==> config.mk <==
export PLATFORM = sky130hd
export DESIGN_NAME = energy_voice_activity_detector
export DESIGN_NICKNAME = d
export VERILOG_FILES = /design/src/sv/vad_pkg.sv /design/src/sv/vad_filter.sv /design/src/sv/vad_accum.sv /design/src/sv/vad_decide.sv /design/src/sv/energy_voice_activity_detector.sv
export SDC_FILE = /design/constraint.sdc
export NUM_CORES = 2
export LEC_CHECK = 0
export BUFFER_PORTS_ARGS = -buffer_cell sky130_fd_sc_hd__buf_2
export CAP_MARGIN = 20
export CORE_UTILIZATION = 30
export DETAILED_ROUTE_END_ITERATION = 8
export GPL_ROUTABILITY_DRIVEN = 0
export GPL_TIMING_DRIVEN = 0
export PLACE_DENSITY = 0.52
export SYNTH_ARGS = -nofsm -noshare
export SYNTH_HDL_FRONTEND = slang
export SYNTH_SLANG_ARGS = --single-unit
export TNS_END_PERCENT = 5
==> constraint.sdc <==
create_clock -name clock -period 12.5 [get_ports clock]
set_input_delay 1.25 -clock clock [delete_from_list [all_inputs] [get_ports clock]]
set_output_delay 1.25 -clock clock [all_outputs]
set_load 0.05 [all_outputs]
==> src/sv/vad_pkg.sv <==
package vad_pkg;

   localparam int SAMPLE_W = 16;
   localparam int ALPHA_W  = 16;
   localparam int THR_W    = 16;
   localparam int Y_W      = 18;
   localparam int DIFF_W   = 19;
   localparam int PROD_W   = ALPHA_W + 1 + DIFF_W;
   localparam int SCALED_W = PROD_W - 16;
   localparam int MAG_W    = 17;
   localparam int SUM_W    = 33;
   localparam int CNT_W    = 17;
   localparam int DATA_W   = 32;
   localparam int ADDR_W   = 4;
   localparam int IDX_W    = 2;

   localparam logic signed [SCALED_W-1:0] Y_MAX = SCALED_W'(131071);
   localparam logic signed [SCALED_W-1:0] Y_MIN = -SCALED_W'(131071);
   localparam logic [SUM_W-1:0] SUM_MAX = {SUM_W{1'b1}};
   localparam int unsigned COUNT_LIMIT = 131071;

   localparam logic [IDX_W-1:0] REG_FILTER_ENABLE = 2'd0;
   localparam logic [IDX_W-1:0] REG_ALPHA_COEFF   = 2'd1;
   localparam logic [IDX_W-1:0] REG_THRESHOLD     = 2'd2;

   localparam logic [ALPHA_W-1:0] ALPHA_RESET = 16'hFFFF;
   localparam logic [THR_W-1:0]   THR_RESET   = 16'd1966;

   typedef struct packed {
      logic fire;
      logic last;
   } step_type;

   typedef struct packed {
      logic [SUM_W-1:0] sum;
      logic [CNT_W-1:0] count;
   } frame_type;

endpackage

==> src/sv/vad_filter.sv <==
module vad_filter
   import vad_pkg::*;
(
   input  logic                       clock,
   input  logic                       reset,
   input  step_type                   step,
   input  logic                       filter_enable,
   input  logic [ALPHA_W-1:0]         alpha_coeff,
   input  logic signed [SAMPLE_W-1:0] sample,
   output logic signed [Y_W-1:0]      y
);

   logic signed [SAMPLE_W-1:0] prev_input_ff, prev_input_in;
   logic signed [Y_W-1:0]      filter_out_ff, filter_out_in;
   logic                       in_frame_ff, in_frame_in;

   logic signed [DIFF_W-1:0]   diff;
   logic signed [PROD_W-1:0]   prod;
   logic signed [PROD_W-1:0]   rounded;
   logic signed [SCALED_W-1:0] scaled;
   logic signed [Y_W-1:0]      y_hp;

   assign diff    = DIFF_W'(filter_out_ff) + DIFF_W'(sample) - DIFF_W'(prev_input_ff);
   assign prod    = $signed({1'b0, alpha_coeff}) * diff;
   assign rounded = prod + PROD_W'(32768);
   assign scaled  = rounded[PROD_W-1:16];

   always_comb begin
      if (scaled > Y_MAX) begin
         y_hp = Y_W'(Y_MAX);
      end else if (scaled < Y_MIN) begin
         y_hp = Y_W'(Y_MIN);
      end else begin
         y_hp = scaled[Y_W-1:0];
      end
   end

   assign y = (!in_frame_ff || !filter_enable) ? Y_W'(sample) : y_hp;

   always_comb begin
      prev_input_in = prev_input_ff;
      filter_out_in = filter_out_ff;
      in_frame_in   = in_frame_ff;
      if (step.fire) begin
         if (step.last) begin
            prev_input_in = '0;
            filter_out_in = '0;
            in_frame_in   = 1'b0;
         end else begin
            prev_input_in = sample;
            filter_out_in = y;
            in_frame_in   = 1'b1;
         end
      end
   end

   always_ff @(posedge clock) begin
      if (reset) begin
         prev_input_ff <= '0;
         filter_out_ff <= '0;
         in_frame_ff   <= 1'b0;
      end else begin
         prev_input_ff <= prev_input_in;
         filter_out_ff <= filter_out_in;
         in_frame_ff   <= in_frame_in;
      end
   end

endmodule

==> src/sv/vad_accum.sv <==
module vad_accum
   import vad_pkg::*;
#(
   parameter int unsigned COUNT_CAP = 65536
) (
   input  logic                  clock,
   input  logic                  reset,
   input  step_type              step,
   input  logic signed [Y_W-1:0] y,
   output frame_type             frame
);

   localparam logic [CNT_W-1:0] CAP = CNT_W'(COUNT_CAP);

   logic [SUM_W-1:0] sum_ff, sum_in;
   logic [CNT_W-1:0] count_ff, count_in;

   logic signed [Y_W-1:0] y_abs;
   logic [MAG_W-1:0]      mag;
   logic [SUM_W:0]        sum_wide;
   logic                  counting;

   assign y_abs    = y[Y_W-1] ? -y : y;
   assign mag      = y_abs[MAG_W-1:0];
   assign sum_wide = {1'b0, sum_ff} + (SUM_W+1)'(mag);
   assign counting = count_ff < CAP;

   assign frame.sum   = !counting ? sum_ff :
                        (sum_wide[SUM_W] ? SUM_MAX : sum_wide[SUM_W-1:0]);
   assign frame.count = counting ? count_ff + CNT_W'(1) : count_ff;

   always_comb begin
      sum_in   = sum_ff;
      count_in = count_ff;
      if (step.fire) begin
         if (step.last) begin
            sum_in   = '0;
            count_in = '0;
         end else begin
            sum_in   = frame.sum;
            count_in = frame.count;
         end
      end
   end

   always_ff @(posedge clock) begin
      if (reset) begin
         sum_ff   <= '0;
         count_ff <= '0;
      end else begin
         sum_ff   <= sum_in;
         count_ff <= count_in;
      end
   end

endmodule

==> src/sv/vad_decide.sv <==
module vad_decide
   import vad_pkg::*;
(
   input  logic               clock,
   input  logic               reset,
   input  logic               load,
   input  frame_type          frame,
   input  logic [THR_W-1:0]   energy_threshold,
   output logic               load_ready,
   output logic               rsp_valid,
   input  logic               rsp_ready,
   output logic               rsp_speech,
   output logic [SUM_W-1:0]   rsp_energy_sum,
   output logic [CNT_W-1:0]   rsp_sample_count
);

   logic      hold_valid_ff, hold_valid_in;
   frame_type hold_ff;
   logic      out_valid_ff, out_valid_in;
   logic      speech_ff;
   frame_type out_ff;

   logic             hold_go;
   logic [SUM_W-1:0] limit;

   assign hold_go    = hold_valid_ff && (!out_valid_ff || rsp_ready);
   assign load_ready = !hold_valid_ff || hold_go;
   assign limit      = SUM_W'(energy_threshold) * SUM_W'(hold_ff.count);

   assign hold_valid_in = load || (hold_valid_ff && !hold_go);
   assign out_valid_in  = hold_go || (out_valid_ff && !rsp_ready);

   always_ff @(posedge clock) begin
      if (reset) begin
         hold_valid_ff <= 1'b0;
         out_valid_ff  <= 1'b0;
      end else begin
         hold_valid_ff <= hold_valid_in;
         out_valid_ff  <= out_valid_in;
      end
   end

   always_ff @(posedge clock) begin
      if (load) begin
         hold_ff <= frame;
      end
      if (hold_go) begin
         out_ff    <= hold_ff;
         speech_ff <= hold_ff.sum >= limit;
      end
   end

   assign rsp_valid        = out_valid_ff;
   assign rsp_speech       = speech_ff;
   assign rsp_energy_sum   = out_ff.sum;
   assign rsp_sample_count = out_ff.count;

endmodule

==> src/sv/energy_voice_activity_detector.sv <==
// Energy voice activity detector. Samples of one frame arrive one beat at a time, with
// req_last_sample marking the end of the frame; optionally they pass a first-order
// high-pass filter (the first sample of each frame is taken as is), and their absolute
// values are summed. On the last sample one result beat reports the saturating sum,
// the sample count and speech = (sum >= energy_threshold * count). The block takes one
// beat per clock: the throughput is set by the filter recurrence, one 17 x 19 bit
// multiply with rounding and saturation, done combinationally. The last sample passes
// the input and hold registers before rsp_valid rises, and a stalled result only
// blocks the input once a second finished frame is waiting behind it. Registers (APB,
// byte address): 0x0 filter_enable, 0x4 alpha_coeff (Q0.16), 0x8 energy_threshold.
module energy_voice_activity_detector
   import vad_pkg::*;
#(
   parameter int unsigned MAX_FRAME = 65536
) (
   input  logic                       clock,
   input  logic                       reset,
   input  logic                       req_valid,
   output logic                       req_ready,
   input  logic signed [SAMPLE_W-1:0] req_sample,
   input  logic                       req_last_sample,
   output logic                       rsp_valid,
   input  logic                       rsp_ready,
   output logic                       rsp_speech,
   output logic [SUM_W-1:0]           rsp_energy_sum,
   output logic [CNT_W-1:0]           rsp_sample_count,
   input  logic                       psel,
   input  logic                       penable,
   input  logic                       pwrite,
   input  logic [ADDR_W-1:0]          paddr,
   input  logic [DATA_W-1:0]          pwdata,
   output logic [DATA_W-1:0]          prdata,
   output logic                       pready
);

   localparam int unsigned COUNT_CAP = (MAX_FRAME < COUNT_LIMIT) ? MAX_FRAME : COUNT_LIMIT;

   logic               filter_enable_ff;
   logic [ALPHA_W-1:0] alpha_coeff_ff;
   logic [THR_W-1:0]   threshold_ff;

   logic                       in_valid_ff, in_valid_in;
   logic signed [SAMPLE_W-1:0] in_sample_ff;
   logic                       in_last_ff;

   logic                  csr_write;
   logic [IDX_W-1:0]      csr_index;
   logic                  load_ready;
   logic                  in_go;
   step_type              step;
   logic signed [Y_W-1:0] y;
   frame_type             frame;

   assign pready    = 1'b1;
   assign csr_write = psel && penable && pwrite && pready;
   assign csr_index = paddr[ADDR_W-1:2];

   always_ff @(posedge clock) begin
      if (reset) begin
         filter_enable_ff <= 1'b0;
         alpha_coeff_ff   <= ALPHA_RESET;
         threshold_ff     <= THR_RESET;
      end else if (csr_write) begin
         unique case (csr_index)
            REG_FILTER_ENABLE: filter_enable_ff <= pwdata[0];
            REG_ALPHA_COEFF:   alpha_coeff_ff   <= pwdata[ALPHA_W-1:0];
            REG_THRESHOLD:     threshold_ff     <= pwdata[THR_W-1:0];
            default: ;
         endcase
      end
   end

   always_comb begin
      unique case (csr_index)
         REG_FILTER_ENABLE: prdata = DATA_W'(filter_enable_ff);
         REG_ALPHA_COEFF:   prdata = DATA_W'(alpha_coeff_ff);
         REG_THRESHOLD:     prdata = DATA_W'(threshold_ff);
         default:           prdata = '0;
      endcase
   end

   assign in_go       = in_valid_ff && (!in_last_ff || load_ready);
   assign req_ready   = !in_valid_ff || in_go;
   assign in_valid_in = (req_valid && req_ready) || (in_valid_ff && !in_go);

   always_ff @(posedge clock) begin
      if (reset) begin
         in_valid_ff <= 1'b0;
      end else begin
         in_valid_ff <= in_valid_in;
      end
   end

   always_ff @(posedge clock) begin
      if (req_valid && req_ready) begin
         in_sample_ff <= req_sample;
         in_last_ff   <= req_last_sample;
      end
   end

   assign step.fire = in_go;
   assign step.last = in_last_ff;

   vad_filter u_filter (
      .clock         (clock),
      .reset         (reset),
      .step          (step),
      .filter_enable (filter_enable_ff),
      .alpha_coeff   (alpha_coeff_ff),
      .sample        (in_sample_ff),
      .y             (y)
   );

   vad_accum #(
      .COUNT_CAP (COUNT_CAP)
   ) u_accum (
      .clock (clock),
      .reset (reset),
      .step  (step),
      .y     (y),
      .frame (frame)
   );

   vad_decide u_decide (
      .clock            (clock),
      .reset            (reset),
      .load             (in_go && in_last_ff),
      .frame            (frame),
      .energy_threshold (threshold_ff),
      .load_ready       (load_ready),
      .rsp_valid        (rsp_valid),
      .rsp_ready        (rsp_ready),
      .rsp_speech       (rsp_speech),
      .rsp_energy_sum   (rsp_energy_sum),
      .rsp_sample_count (rsp_sample_count)
   );

endmodule

==> impl_metrics.tcl <==
set metrics [dict create \
    multiInputGateArea_um2 25420 \
    min_path_cells 2 \
    cp_common_cell "a21oi_2" \
    synth-seq-cells 239 \
    max_freq_mhz 77.86 \
    dp_cells 5305 \
    hold_violations 0 \
    ant_nets 0 \
    grt_start_max_net_pins 42 \
    fin_area_um2 39660 \
    wl_um 100500 \
    vias 25800 \
    dp_worst_setup_slack_ns -3.481 \
    instances_no_fill 5489 \
    ys_warn_count 0 \
    cts_tree "built" \
    crit_path_top_delay_cell "fa_2" \
    seq_area_um2 5966 \
    fin_nets 4848 \
    grt_usage 0.1815 \
    grt_pass1_wl_um 157500 \
    ys_seq_area_frac 0.1783 \
    slew_headroom 0.2409 \
    cts_buffer_depth 3 \
    violations "setup timing" \
    worst_skew_pair.late_latency_ns 0.60 \
    setup_violations 61 \
    die-height_um 336.0 \
    synth.distinct_cells 86 \
    synthesis.area_um2 33460 \
    skew_ns 0.01685 \
    first_iter_violations 1693 \
    mostFrequentLayoutCell "inv_1" \
    via_per_inst 4.701 \
    place_area_um2 36070 \
    htreeDepth 1 \
    critPathTopFamily "compound AO/OA/AOI/OAI gates" \
    ioPinCount 146 \
    final_cell_mix "inv_1 (703), fa_1 (512), nand2_1 (432)" \
    port-buffer-count 110 \
    syn_avg_cell_area_um2 9.085 \
    synth_edf_count 118 \
    fin_ws_ns -0.3444 \
    hold_ws_ns 0.4683 \
    cts_root_buf "clkbuf_16" \
    overflow 0 \
    die_x_um 336.0 \
    fin_crit_ns 12.84 \
    postCtsHoldBufs 0 \
    nFillCells 11320 \
    routedWlPerCell_um 18.31 \
    cts.clk_slew.worst_paths_ns 0.06 \
    remaining_drc_errors 0 \
    cp-start-kind "flip-flop" \
    cp.arrival_ns 13.35 \
    first_global_vias 26970 \
    initial_core_util 0.3023 \
    rsz0062_at_grt "true" \
    worstPathRequired_ns 13.00 \
    critPathMaxFanout 7 \
    critical_path_buf_inv_count 11 \
    maxSlewViolCount 0 \
    synth_top_flop_cell "dfxtp_1" \
    min_path_type "flip-flop to flip-flop" \
    drt-pass1-iter-count 6 \
    status "finished with violations" \
    finalCritPeriodShare 1.028 \
    syn_inst 3683 \
    core_um2 110700 \
    rr_worst_depth 57 \
    synth-async-reset-ratio 0 \
    antenna_found_initial 2 \
    dieArea_um2 112900 \
    cts.sinks 239 \
    areaGrowthSynthToFinish_pct 18.52 \
    cts_buffers 29 \
    rows 122 \
    end_kind "flip-flop" \
    worstMarginPinSlew_ns 1.131 \
    critical_path_class "flip-flop to flip-flop" \
    dp_hpwl_um 81710 \
    cp.depth 57 \
    drive_gt1_frac 0.1491 \
    slowest_delay_ns 0.57 \
    maxCapViolCount 0 \
]
==> flip-flops by register name, summed over array words and instances, names as in the netlist, 17 cells and up <==
register / flops
u_decide.rsp_sample_count: 17
u_accum.count_ff: 17
u_decide.rsp_energy_sum: 33
u_filter.filter_out_ff: 18
u_decide.hold_ff: 50
u_accum.sum_ff: 33
==> final cells by class <==
cell class | count | area share
inverter | 718 | 0.06812
timing repair buffer | 249 | 0.04345
tap | 1488 | 0.04695
buffer | 178 | 0.02518
clock buffer | 31 | 0.01874
sequential | 239 | 0.1504
multi-input combinational | 2560 | 0.6410
clock inverter | 23 | 0.005963
antenna | 3 | 0.0001893
==> tightest hold or removal path, stage by stage (launching register included) <==
cell and delay (ns):
dfxtp_1 0.32, nand2_1 0.05, a21oi_1 0.05
==> metrics by stage <==
step	utilization	TNS, ns
2_1_floorplan	-	0
3_3_place_gp	0.3250	-205.77
3_5_place_dp	0.3260	-207.79
4_1_cts	0.3522	-10.40
5_1_grt	0.3583	-39.70
6_report	0.3583	-10.97
==> cells by family after synthesis <==
group | share of synthesized area
simple gates | 0.1601
buf+inv | 0.1034
fa+ha+maj | 0.4220
compound gates | 0.09876
flops | 0.1783
xor+xnor | 0.03455
mux | 0.002543
other cells | 0.0002245
==> layer usage <==
layer  share of wire  track usage  wire, um  up-vias
met1            0.46       0.2524     46570    12920
met5               0            0         0        -
met4           0.032      0.05431      3167        0
li1                -            -         -    12130
met3           0.055      0.02820      5496      139
met2            0.45       0.2893     45250      621
==> cell usage after synthesis, types with 20 or more instances <==
master / number / area, um^2
and2_1: 279 / 1745
xor2_1: 58 / 508.0
a22oi_1: 29 / 217.7
nand3_1: 43 / 215.2
clkbuf_1: 143 / 536.8
dfxtp_1: 121 / 2422
buf_4: 20 / 150.1
ha_1: 287 / 3591
a211o_1: 22 / 192.7
o21ai_0: 67 / 335.3
xnor2_1: 74 / 648.1
nor2_1: 138 / 518.0
nor3_1: 27 / 135.1
fa_1: 526 / 10530
edfxtp_1: 118 / 3543
a21oi_1: 158 / 790.8
inv_1: 718 / 2695
nand2_1: 453 / 1700
or3_1: 27 / 168.9
nor2b_1: 32 / 200.2
a22o_1: 30 / 262.8
a21o_1: 36 / 270.3
==> final timing paths <==
path	from	to	slack, ns
max reg2reg	in_sample_ff[2]$_DFFE_PP_	u_accum.sum_ff[18]$_SDFFE_PP0P_	-0.34
min reg2reg	u_filter.prev_input_ff[13]$_SDFFE_PP0P_	u_filter.prev_input_ff[13]$_SDFFE_PP0P_	0.47
max	in_sample_ff[2]$_DFFE_PP_	u_accum.sum_ff[18]$_SDFFE_PP0P_	-0.34
min	u_filter.prev_input_ff[13]$_SDFFE_PP0P_	u_filter.prev_input_ff[13]$_SDFFE_PP0P_	0.47
==> timing repair <==
action / 4_1_cts / 5_1_grt
pin swaps: 147 / 58
setup endpoints to repair: 66 / 66
buffers inserted: 97 / 29
gates cloned: 4 / 1
gates resized for setup: 261 / 109
Power is not shown: default switching activity piles up to over one toggle a cycle in this logic, so the estimate is an artifact.
